==> config.mk <==
export PLATFORM = sky130hd
export DESIGN_NAME = pll_divider_search
export DESIGN_NICKNAME = d
export VERILOG_FILES = /design/src/hw/rtl/pds_pkg.sv /design/src/hw/rtl/pds_dp.sv /design/src/hw/rtl/pds_ctrl.sv /design/src/hw/rtl/pll_divider_search.sv
export SDC_FILE = /design/constraint.sdc
export NUM_CORES = 2
export LEC_CHECK = 0
export BUFFER_PORTS_ARGS = -buffer_cell sky130_fd_sc_hd__buf_2
export CORE_MARGIN = 2
export CORE_UTILIZATION = 50
export DETAILED_ROUTE_END_ITERATION = 10
export GPL_TIMING_DRIVEN = 0
export PLACE_DENSITY = 0.78
export SLEW_MARGIN = 10
export SYNTH_ARGS = -nofsm -noshare
export SYNTH_HDL_FRONTEND = slang
export SYNTH_SLANG_ARGS = --single-unit
==> constraint.sdc <==
create_clock -name clk_i -period 9 [get_ports clk_i]
set_input_delay 0.45 -clock clk_i [delete_from_list [all_inputs] [get_ports clk_i]]
set_output_delay 0.45 -clock clk_i [all_outputs]
set_load 0.01 [all_outputs]
==> src/hw/rtl/pds_pkg.sv <==
// pds_pkg: field widths, walk constants, controller state type and the
// command/status structs shared by the divider search controller and datapath.
// No dependencies.
package pds_pkg;

  localparam int unsigned T_W   = 30;  // target_hz width, also holds the scaled target
  localparam int unsigned STG_W = 2;   // prescale_stages width
  localparam int unsigned FB_W  = 8;   // feedback_mult width
  localparam int unsigned PD_W  = 10;  // post_div width
  localparam int unsigned NUM_W = 32;  // 5 MHz times any multiplier up to 512
  localparam int unsigned SF_W  = 10;  // prescale factor width

  localparam logic [T_W-1:0]   SCALE_LIMIT  = 30'd800000;
  localparam logic [SF_W-1:0]  SCALE_FACTOR = 10'd500;
  localparam logic [NUM_W-1:0] REF_HZ       = 32'd5000000;
  localparam logic [STG_W-1:0] SCALE_LAST   = 2'd2;  // three prescale checks: 0, 1, 2

  typedef enum logic [2:0] {
    ST_IDLE,
    ST_SCALE,
    ST_DIFF,
    ST_MUL,
    ST_UPD,
    ST_DONE
  } state_e;

  typedef struct packed {
    logic load;   // take a new target
    logic scale;  // one prescale check
    logic diff;   // register |candidate - target| and the step direction
    logic mul;    // register both error cross-products
    logic upd;    // keep a better pair, step m or c
  } dp_cmd_t;

  typedef struct packed {
    logic walk_done;  // m past its max or c past its max
  } dp_status_t;

endpackage

==> src/hw/rtl/pds_dp.sv <==
// pds_dp: datapath of the divider search: prescale, incremental candidate and
// target products, error cross-product compare and best-pair registers.
// Depends on pds_pkg.
module pds_dp import pds_pkg::*; #(
  parameter int unsigned MULT_MIN = 80,
  parameter int unsigned MULT_MAX = 250,
  parameter int unsigned DIV_MAX  = 512
) (
  input  logic             clk_i,
  input  logic             rst_ni,
  input  dp_cmd_t          cmd_i,
  output dp_status_t       status_o,
  input  logic [T_W-1:0]   target_hz_i,
  output logic [STG_W-1:0] prescale_stages_o,
  output logic [FB_W-1:0]  feedback_mult_o,
  output logic [PD_W-1:0]  post_div_o
);

  localparam int unsigned M_TOP  = (MULT_MIN > MULT_MAX + 1) ? MULT_MIN : MULT_MAX + 1;
  localparam int unsigned M_W    = $clog2(M_TOP + 1);
  localparam int unsigned C_W    = $clog2(DIV_MAX + 2);
  localparam int unsigned TC_W   = T_W + C_W;
  localparam int unsigned PROD_W = TC_W + C_W;

  localparam logic [M_W-1:0] M_MIN = M_W'(MULT_MIN);
  localparam logic [M_W-1:0] M_MAX = M_W'(MULT_MAX);
  localparam logic [C_W-1:0] C_MAX = C_W'(DIV_MAX);
  localparam logic [C_W-1:0] C_ONE = C_W'(1);
  localparam logic [63:0]    NUM_INIT64 = 64'(REF_HZ) * 64'(MULT_MIN);
  localparam logic [NUM_W-1:0] NUM_INIT = NUM_INIT64[NUM_W-1:0];

  logic [T_W-1:0]    t_q;
  logic [STG_W-1:0]  stages_q;
  logic [M_W-1:0]    m_q;
  logic [C_W-1:0]    c_q;
  logic [NUM_W-1:0]  num_q;      // REF_HZ * m
  logic [TC_W-1:0]   tc_q;       // t * c
  logic [TC_W-1:0]   err_q;
  logic              lt_q;
  logic [PROD_W-1:0] prod_new_q;
  logic [PROD_W-1:0] prod_best_q;
  logic [M_W-1:0]    best_m_q;
  logic [C_W-1:0]    best_c_q;
  logic [TC_W-1:0]   best_err_q;
  logic              have_q;

  logic [T_W+SF_W-1:0] t_scaled;
  logic [TC_W-1:0]     num_ext;
  logic                lt_d;
  logic [TC_W-1:0]     err_d;
  logic                better;
  logic [FB_W+M_W-1:0] m_ext;
  logic [PD_W+C_W-1:0] c_ext;

  assign t_scaled = T_W'(t_q) * SCALE_FACTOR;
  assign num_ext  = TC_W'(num_q);
  assign lt_d     = num_ext < tc_q;
  assign err_d    = lt_d ? (tc_q - num_ext) : (num_ext - tc_q);
  // strictly smaller error keeps the first pair among equals
  assign better   = !have_q || (prod_new_q < prod_best_q);

  assign status_o.walk_done = (m_q > M_MAX) || (c_q > C_MAX);

  always_ff @(posedge clk_i or negedge rst_ni) begin
    if (!rst_ni) begin
      have_q <= 1'b0;
    end else if (cmd_i.load) begin
      have_q <= 1'b0;
    end else if (cmd_i.upd) begin
      have_q <= 1'b1;
    end
  end

  always_ff @(posedge clk_i) begin
    if (cmd_i.load) begin
      t_q      <= target_hz_i;
      tc_q     <= TC_W'(target_hz_i);
      stages_q <= '0;
      m_q      <= M_MIN;
      c_q      <= C_ONE;
      num_q    <= NUM_INIT;
      best_m_q <= M_MIN;
      best_c_q <= C_ONE;
    end
    if (cmd_i.scale && (t_q < SCALE_LIMIT)) begin
      // scaled value stays below 4e8 here, so the cut is lossless
      t_q      <= t_scaled[T_W-1:0];
      tc_q     <= TC_W'(t_scaled[T_W-1:0]);
      stages_q <= stages_q + STG_W'(1);
    end
    if (cmd_i.diff) begin
      err_q <= err_d;
      lt_q  <= lt_d;
    end
    if (cmd_i.mul) begin
      prod_new_q  <= PROD_W'(err_q) * PROD_W'(best_c_q);
      prod_best_q <= PROD_W'(best_err_q) * PROD_W'(c_q);
    end
    if (cmd_i.upd) begin
      if (better) begin
        best_err_q <= err_q;
        best_m_q   <= m_q;
        best_c_q   <= c_q;
      end
      if (lt_q) begin
        m_q   <= m_q + M_W'(1);
        num_q <= num_q + REF_HZ;
      end else begin
        c_q  <= c_q + C_W'(1);
        tc_q <= tc_q + TC_W'(t_q);
      end
    end
  end

  assign m_ext = {{FB_W{1'b0}}, best_m_q};
  assign c_ext = {{PD_W{1'b0}}, best_c_q};

  assign prescale_stages_o = stages_q;
  assign feedback_mult_o   = m_ext[FB_W-1:0];
  assign post_div_o        = c_ext[PD_W-1:0];

`ifndef ASSERT_OFF
  a_best_c_range: assert property (@(posedge clk_i) disable iff (!rst_ni)
    have_q |-> (best_c_q >= C_ONE) && (best_c_q <= C_MAX))
    else $error("best divider out of range");

  a_step_m: assert property (@(posedge clk_i) disable iff (!rst_ni)
    cmd_i.upd && lt_q |=> (m_q == $past(m_q) + M_W'(1)) && (c_q == $past(c_q)))
    else $error("multiplier step wrong");

  a_step_c: assert property (@(posedge clk_i) disable iff (!rst_ni)
    cmd_i.upd && !lt_q |=> tc_q == $past(tc_q) + TC_W'($past(t_q)))
    else $error("target product not advanced with divider");
`endif

endmodule

==> src/hw/rtl/pds_ctrl.sv <==
// pds_ctrl: sequencer of the divider search: accepts a start, runs three
// prescale checks, then diff/multiply/update per walk step, then strobes done.
// Depends on pds_pkg.
module pds_ctrl import pds_pkg::*; (
  input  logic       clk_i,
  input  logic       rst_ni,
  input  logic       start_i,
  output logic       busy_o,
  output logic       done_o,
  input  dp_status_t status_i,
  output dp_cmd_t    cmd_o
);

  state_e           state_q, state_d;
  logic [STG_W-1:0] cnt_q, cnt_d;

  always_ff @(posedge clk_i or negedge rst_ni) begin
    if (!rst_ni) begin
      state_q <= ST_IDLE;
      cnt_q   <= '0;
    end else begin
      state_q <= state_d;
      cnt_q   <= cnt_d;
    end
  end

  // next state
  always_comb begin
    state_d = state_q;
    unique case (state_q)
      ST_IDLE: begin
        if (start_i) state_d = ST_SCALE;
      end
      ST_SCALE: begin
        if (cnt_q == SCALE_LAST) state_d = ST_DIFF;
      end
      ST_DIFF: begin
        state_d = status_i.walk_done ? ST_DONE : ST_MUL;
      end
      ST_MUL: begin
        state_d = ST_UPD;
      end
      ST_UPD: begin
        state_d = ST_DIFF;
      end
      ST_DONE: begin
        state_d = ST_IDLE;
      end
      default: begin
        state_d = ST_IDLE;
      end
    endcase
  end

  // outputs
  always_comb begin
    cmd_o  = '0;
    cnt_d  = '0;
    busy_o = 1'b1;
    done_o = 1'b0;
    unique case (state_q)
      ST_IDLE: begin
        busy_o     = 1'b0;
        cmd_o.load = start_i;
      end
      ST_SCALE: begin
        cmd_o.scale = 1'b1;
        cnt_d       = (cnt_q == SCALE_LAST) ? '0 : cnt_q + STG_W'(1);
      end
      ST_DIFF: begin
        cmd_o.diff = !status_i.walk_done;
      end
      ST_MUL: begin
        cmd_o.mul = 1'b1;
      end
      ST_UPD: begin
        cmd_o.upd = 1'b1;
      end
      ST_DONE: begin
        done_o = 1'b1;
      end
      default: begin
        busy_o = 1'b1;
      end
    endcase
  end

`ifndef ASSERT_OFF
  a_done_single: assert property (@(posedge clk_i) disable iff (!rst_ni)
    done_o |=> !done_o && !busy_o)
    else $error("done strobe longer than one cycle");

  a_start_scale: assert property (@(posedge clk_i) disable iff (!rst_ni)
    start_i && !busy_o |=> (state_q == ST_SCALE) && (cnt_q == '0))
    else $error("accepted start did not begin prescale");

  a_cnt_scale: assert property (@(posedge clk_i) disable iff (!rst_ni)
    cnt_q != '0 |-> state_q == ST_SCALE)
    else $error("prescale count live outside prescale");

  a_walk_end: assert property (@(posedge clk_i) disable iff (!rst_ni)
    (state_q == ST_DIFF) && status_i.walk_done |=> done_o)
    else $error("finished walk did not report");
`endif

endmodule

==> src/hw/rtl/pll_divider_search.sv <==
// pll_divider_search: accepts a target frequency and returns prescale count, M and C.
// The accepting edge loads the target; then come the prescale checks, one diff, multiply
// and update round per walk step (at most 682 steps with default parameters) and a done_o
// pulse; one item at a time, busy stays high through the result cycle.
// Each walk step uses the shared subtract, multiply and compare path in turn.
// Reset (async, active low) returns the controller to idle; results cannot be stalled.
module pll_divider_search import pds_pkg::*; #(
  parameter int unsigned MULT_MIN = 80,
  parameter int unsigned MULT_MAX = 250,
  parameter int unsigned DIV_MAX  = 512
) (
  input  logic             clk_i,
  input  logic             rst_ni,
  input  logic             start,
  output logic             busy,
  input  logic [T_W-1:0]   target_hz_i,
  output logic             done_o,
  output logic [STG_W-1:0] prescale_stages_o,
  output logic [FB_W-1:0]  feedback_mult_o,
  output logic [PD_W-1:0]  post_div_o
);

  dp_cmd_t    cmd;
  dp_status_t status;

  pds_ctrl u_ctrl (
    .clk_i    (clk_i),
    .rst_ni   (rst_ni),
    .start_i  (start),
    .busy_o   (busy),
    .done_o   (done_o),
    .status_i (status),
    .cmd_o    (cmd)
  );

  pds_dp #(
    .MULT_MIN (MULT_MIN),
    .MULT_MAX (MULT_MAX),
    .DIV_MAX  (DIV_MAX)
  ) u_dp (
    .clk_i             (clk_i),
    .rst_ni            (rst_ni),
    .cmd_i             (cmd),
    .status_o          (status),
    .target_hz_i       (target_hz_i),
    .prescale_stages_o (prescale_stages_o),
    .feedback_mult_o   (feedback_mult_o),
    .post_div_o        (post_div_o)
  );

endmodule

; Word-level counts from Yosys, hierarchy flattened
; Cells that the tools add are included.
[word_totals]
mem_bits_ro = 0
word_cells = 90
mem_count = 0
register_bits = 327
in_bits = 33
out_inout_bits = 22
latchBits = 0
mem_bits_rw = 0
[op_classes]
n_addsub = 8
multipliers = 3
n_shift = 0
n_eq_ne = 8
bitwise = 0
n_lt_le_gt_ge = 5
n_mux = 39
reduce_logical = 10
n_div = 0
[op_table]
columns = operator, n
row1 = $mux 40, 5
row2 = $mul 40x10->50, 2
row3 = $mux 32, 3
row4 = $mux 10, 6
row5 = $mux 30, 2
row6 = $lt 50x50->1, 1
row7 = $mux 8, 6
row8 = $add 40x30->40, 1
row9 = $lt 32x40->1, 1
row10 = $sub 32x40->40, 1
row11 = $sub 40x32->40, 1
row12 = $add 32x23->32 const B, 1
row13 = $lt 30x20->1 const B, 1
row14 = $mul 30x7->28 const B, 1
row15 = $pmux 3 s5, 1
row16 = $add 10x1->10 const B, 1
row17 = $gt 10x10->1 const B, 1
row18 = $mux 1, 9
row19 = $mux 3, 3
row20 = $add 8x1->8 const B, 1
row21 = $gt 8x8->1 const B, 1
row22 = $mux 2, 4
row23 = $eq 3x2->1 const B, 2
row24 = $eq 3x3->1 const B, 2
row25 = other kinds (11), 16

; Longest topological paths before layout
[depth]
depth_word = 6
ltp_mapped = 25
mapped_depth_nobuf = 22

; Cells and area by module
; A second synthesis with hierarchy kept.
[hier_totals]
hier_cells = 5120
hier_area_um2 = 46787.4
[by_module_without_submodules]
columns = mod, cells_per_inst, instances, area_each_um2, seq_area_each_um2
row1 = pds_dp, 5094, 1, 46547.1, 8623.3
row2 = pds_ctrl, 26, 1, 240.2, 125.1

; Worst setup path after synthesis
; Ideal clock, no wire load.
[synth_timing]
path_kind = register to register
startpoint = register u_dp.c_q[1]
endpoint = register u_dp.prod_best_q[37], data pin
path_slack_ps = 3006
setup_time_ps = 265
synth_period_minus_slack_ps = 5994
arrival_time_ps = 5729
n_path_buf = 2
t_required_ps = 8735
path_stages_with_launch = 23
cell_sequence = dfxtp_1 > clkbuf_1 > clkbuf_1 > nand2_1 > fa_1 > inv_1 > fa_1 > fa_1 > fa_1 > inv_1 > fa_1 > inv_1 > ha_1 > and3_1 > and3_1 > nand2_1 > or3_1 > or3_1 > o21ai_1 > a21oi_1 > o21bai_1 > nor3_1 > or3_1
[synth_between]
elab_chain_len = 1
[synth_lines]
columns = item, line_no
row1 = start: declaration, pds_dp.sv:35  ; logic [C_W-1:0] c_q;
row2 = start signal: assignment, pds_dp.sv:109  ; c_q <= c_q + C_W'(1);
row3 = $mul 40x10->50, pds_dp.sv:97  ; prod_best_q <= PROD_W'(best_err_q) * PROD_W'(c_q);
row4 = end signal: assignment, pds_dp.sv:97
row5 = end: declaration, pds_dp.sv:41  ; logic [PROD_W-1:0] prod_best_q;
; Every way passes these cells.
; A chain may end at the register's enable or synchronous reset.

; Worst setup path after layout
[layout_timing]
startpoint = register u_dp.c_q[5]
endpoint = register u_dp.prod_best_q[46], data pin
; The elaborated chain is that of the path after synthesis.

==> impl_metrics.toml <==
[sta]
finalCriticalPeriod_ns = 7.637
rsz0062_at_grt = "false"
setup_tns_ns = 0
fmax_ghz = 0.1309
tightest_slew_ns = 1.154
setup_violations = 0
final-hold-violation-count = 0
relSlewSlack_pct = 22.57
slew_violations = 0
period_share_pct = 84.85
fin_skew_ns = 0.03334
setup_ws_ns = 1.363

[global_route]
grt_pass1_vias = 38790
grt_overflow = 0
busiest_layer = "met2"
grt_max_degree = 50
grtUsageMet2_pct = 47.17
grt_use_met3_pct = 5.410
antenna_found_initial = 6
use_met1_pct = 36.22
grt.total_usage_pct = 28.39
grt_pass1_wl_mm = 211.6

[logic_synthesis]
yosysMostFrequentCell = "inv_1"
yosysWarnings = 0
synth_commonest_cells = "inv_1, fa_1, nand2_1, and2_1, ha_1"
syn_area_per_cell_um2 = 9.101
netlist_area_mm2 = 0.04669
synth_ff_type = "edfxtp_1"
synth-edff-count = 217
synth_area_leaders = "fa_1, edfxtp_1, ha_1, inv_1, and2_1"
synthesis.nets = 6236
synth_top_area_share_pct = 29.76
ys_seq_area_share_pct = 18.74
synth_seq_cells = 327
syn-instance-count = 5130
yosys.area.top_type = "fa_1"
ys_types = 81
synth-async-reset-ratio_pct = 1.835

[power]
seq_power_share_pct = 16.4
cellPowerDensity_mw_per_mm2 = 321.0
p_comb_share_pct = 73.6
p_int_w = 0.007753
pwr-share-clk_pct = 9.9
p_switching_w = 0.008273
leakage_nw = 24.46
p_sw_share_pct = 51.62
peakVddDrop_uv = 813.0

[critical_path]
reg2reg_from = "u_dp.c_q[5]"
cp-end-kind = "register"
start_kind = "register"
crit_required_ns = 9.30
crit_type = "register to register"
critPathArrivalTime_ns = 7.94
cp-startpoint = "u_dp.c_q[5]"
cp_max_fo = 10

[floorplan]
chipHeight_um = 309.6
start_util_pct = 50.25
die_area_mm2 = 0.09584
core_area_mm2 = 0.09291
die_x_um = 309.6
ioPinCount = 55
rows = 112

[cts]
cts_tree = "yes"
cts_sinks = 327
clk_latency_ns = 0.59
root_buffer = "clkbuf_16"
cts-htree-levels = 2
cts_buffers = 37
clk_path_buf_depth = 3
post_cts_resized = 0
path_clk_slew_ns = 0.06

[hold_path]
min_from = "target_hz_i[0]"
hp-class = "input pin to register"

[placed_design]
place_ws_ns = 1.510
gp_congestion = 0.9738
io_buffers = 54
place_hpwl_mm = 107.6

[routing]
drt_iter0_drc = 3256
wirelength_mm = 132.9
drc = 0
vias = 37450
ant_nets = 0
firstDrtPassIters = 6
wl_per_cell_um = 20.40
viasPerCell = 5.748

[layout]
drive_gt1_share_pct = 3.195
nNetsFinal = 6336
area.growth.synth_to_final_pct = 6.919

[job]
cap_violations = 0

[run_status]
status = "completed"
-- per-layer routing --
layer	routed length (um)	up-vias
li1	-	16860
met1	51980	18640
met2	63030	1583
met3	11380	370
met4	6506	0
met5	0	-
-- layout by cell type, fill, tap and decap left out, types with 25 or more instances in the layout --
cell         n
inv_1      800
fa_1       694
nand2_1    616
and2_1     437
ha_1       379
a21oi_1    291
clkbuf_1   225
edfxtp_1   217
o21ai_0    188
nor2_1     165
a21o_1     117
xnor2_1    112
dfxtp_1    104
xor2_1      69
buf_2       63
nand3_1     62
nand4_1     54
o21bai_1    53
nor3_1      51
a211oi_1    50
clkbuf_16   37
o211ai_1    33
nand2b_1    30
and3_1      28
buf_1       26
nor2b_1     25
-- cells by family (layout without fill, tap and decap cells) --
logic type               count (synthesis)  in the layout  synth area share (%)
multiplexers                            24             24                0.5252
flip-flops                             327            327                 18.74
XOR/XNOR                               181            181                 3.395
AND/OR/NAND/NOR                       1541           1541                 16.31
AO/OA/AOI/OAI                          920            920                 12.49
adder cells (fa/ha/maj)               1073           1073                 39.91
other                                    0              3                     0
buffers and inverters                 1064           1192                 8.621
-- layout make-up --
| type | count | area [um2] |
|---|---|---|
| clock inverters | 27 | 301.5 |
| inverters | 802 | 3010 |
| flip-flops and latches | 327 | 8748 |
| plain buffers | 262 | 1018 |
| repair buffers | 61 | 374.1 |
| well taps | 1254 | 1569 |
| fillers | 8301 | 42990 |
| diodes | 3 | 7.507 |
| clock buffers | 40 | 937.1 |
| multi-input cells | 3739 | 33950 |
-- worst max-delay path: stages (launching register included) --
cell and delay (ns):
dfxtp_1 0.31, clkbuf_1 0.40, clkbuf_1 0.80, and2_1 0.27, fa_1 0.45, fa_1 0.58, fa_1 0.44, fa_1 0.49
inv_1 0.05, fa_1 0.47, inv_1 0.04, ha_1 0.39, and3_1 0.19, a221o_1 0.17, o22ai_1 0.08, a21oi_1 0.58
a211oi_1 0.23, o41ai_1 0.45, a21oi_1 0.18, o31a_1 0.32, o31ai_1 0.33, xor2_1 0.12
-- power by group through the flow --
stage,combinational (W),sequential (W),clock (W)
finish,0.0118,0.00263,0.00159
global route,0.0131,0.00266,0.00167
CTS,0.0116,0.00262,0.00161
detailed placement,0.0115,0.00265,0
global placement,0.0112,0.00266,0
floorplan,0.00874,0.00248,0
-- what timing repair did --
item                                   4_1_cts  5_1_grt
hold buffers                                 1        0
setup endpoints to repair                    0        0
endpoints found under the hold margin        6        0
setup buffers                                0        0
-- sequential cells by signal, summed over array words and instances (netlist names), 8 cells and up --
register,cells
u_dp.m_q,8
u_dp.prod_new_q,50
u_dp.c_q,10
u_dp.num_q,32
u_dp.err_q,40
u_dp.feedback_mult_o,8
u_dp.prod_best_q,50
u_dp.tc_q,40
u_dp.t_q,30
u_dp.post_div_o,10
u_dp.best_err_q,40
-- final timing paths --
check	endpoint	depth (start not counted)	slack, ns
min	u_dp.t_q[0]	3	0.12
max reg2reg	u_dp.prod_best_q[46]	21	1.36
max	u_dp.prod_best_q[46]	21	1.36
max in group asynchronous	u_dp.have_q	2	8.52
min reg2reg	u_ctrl.cnt_q[0]	1	0.44
min in group asynchronous	u_ctrl.state_q[0]	2	0.29
-- through the flow --
stage          total power (W)  util, %  hold slack [ns]  instances  cell area, um2
5_1_grt                0.01746    53.73           0.1086       6514           49920
6_report               0.01603    53.73           0.1209       6515           49920
2_1_floorplan          0.01122        -           0.1544       5130           46690
3_5_place_dp           0.01416    52.38           0.3134       6444           48660
4_1_cts                0.01584    53.72          0.09744       6512           49910
3_3_place_gp           0.01387    52.23           0.3107       6438           48530
Note: power is estimated with default switching activity, not from simulation.
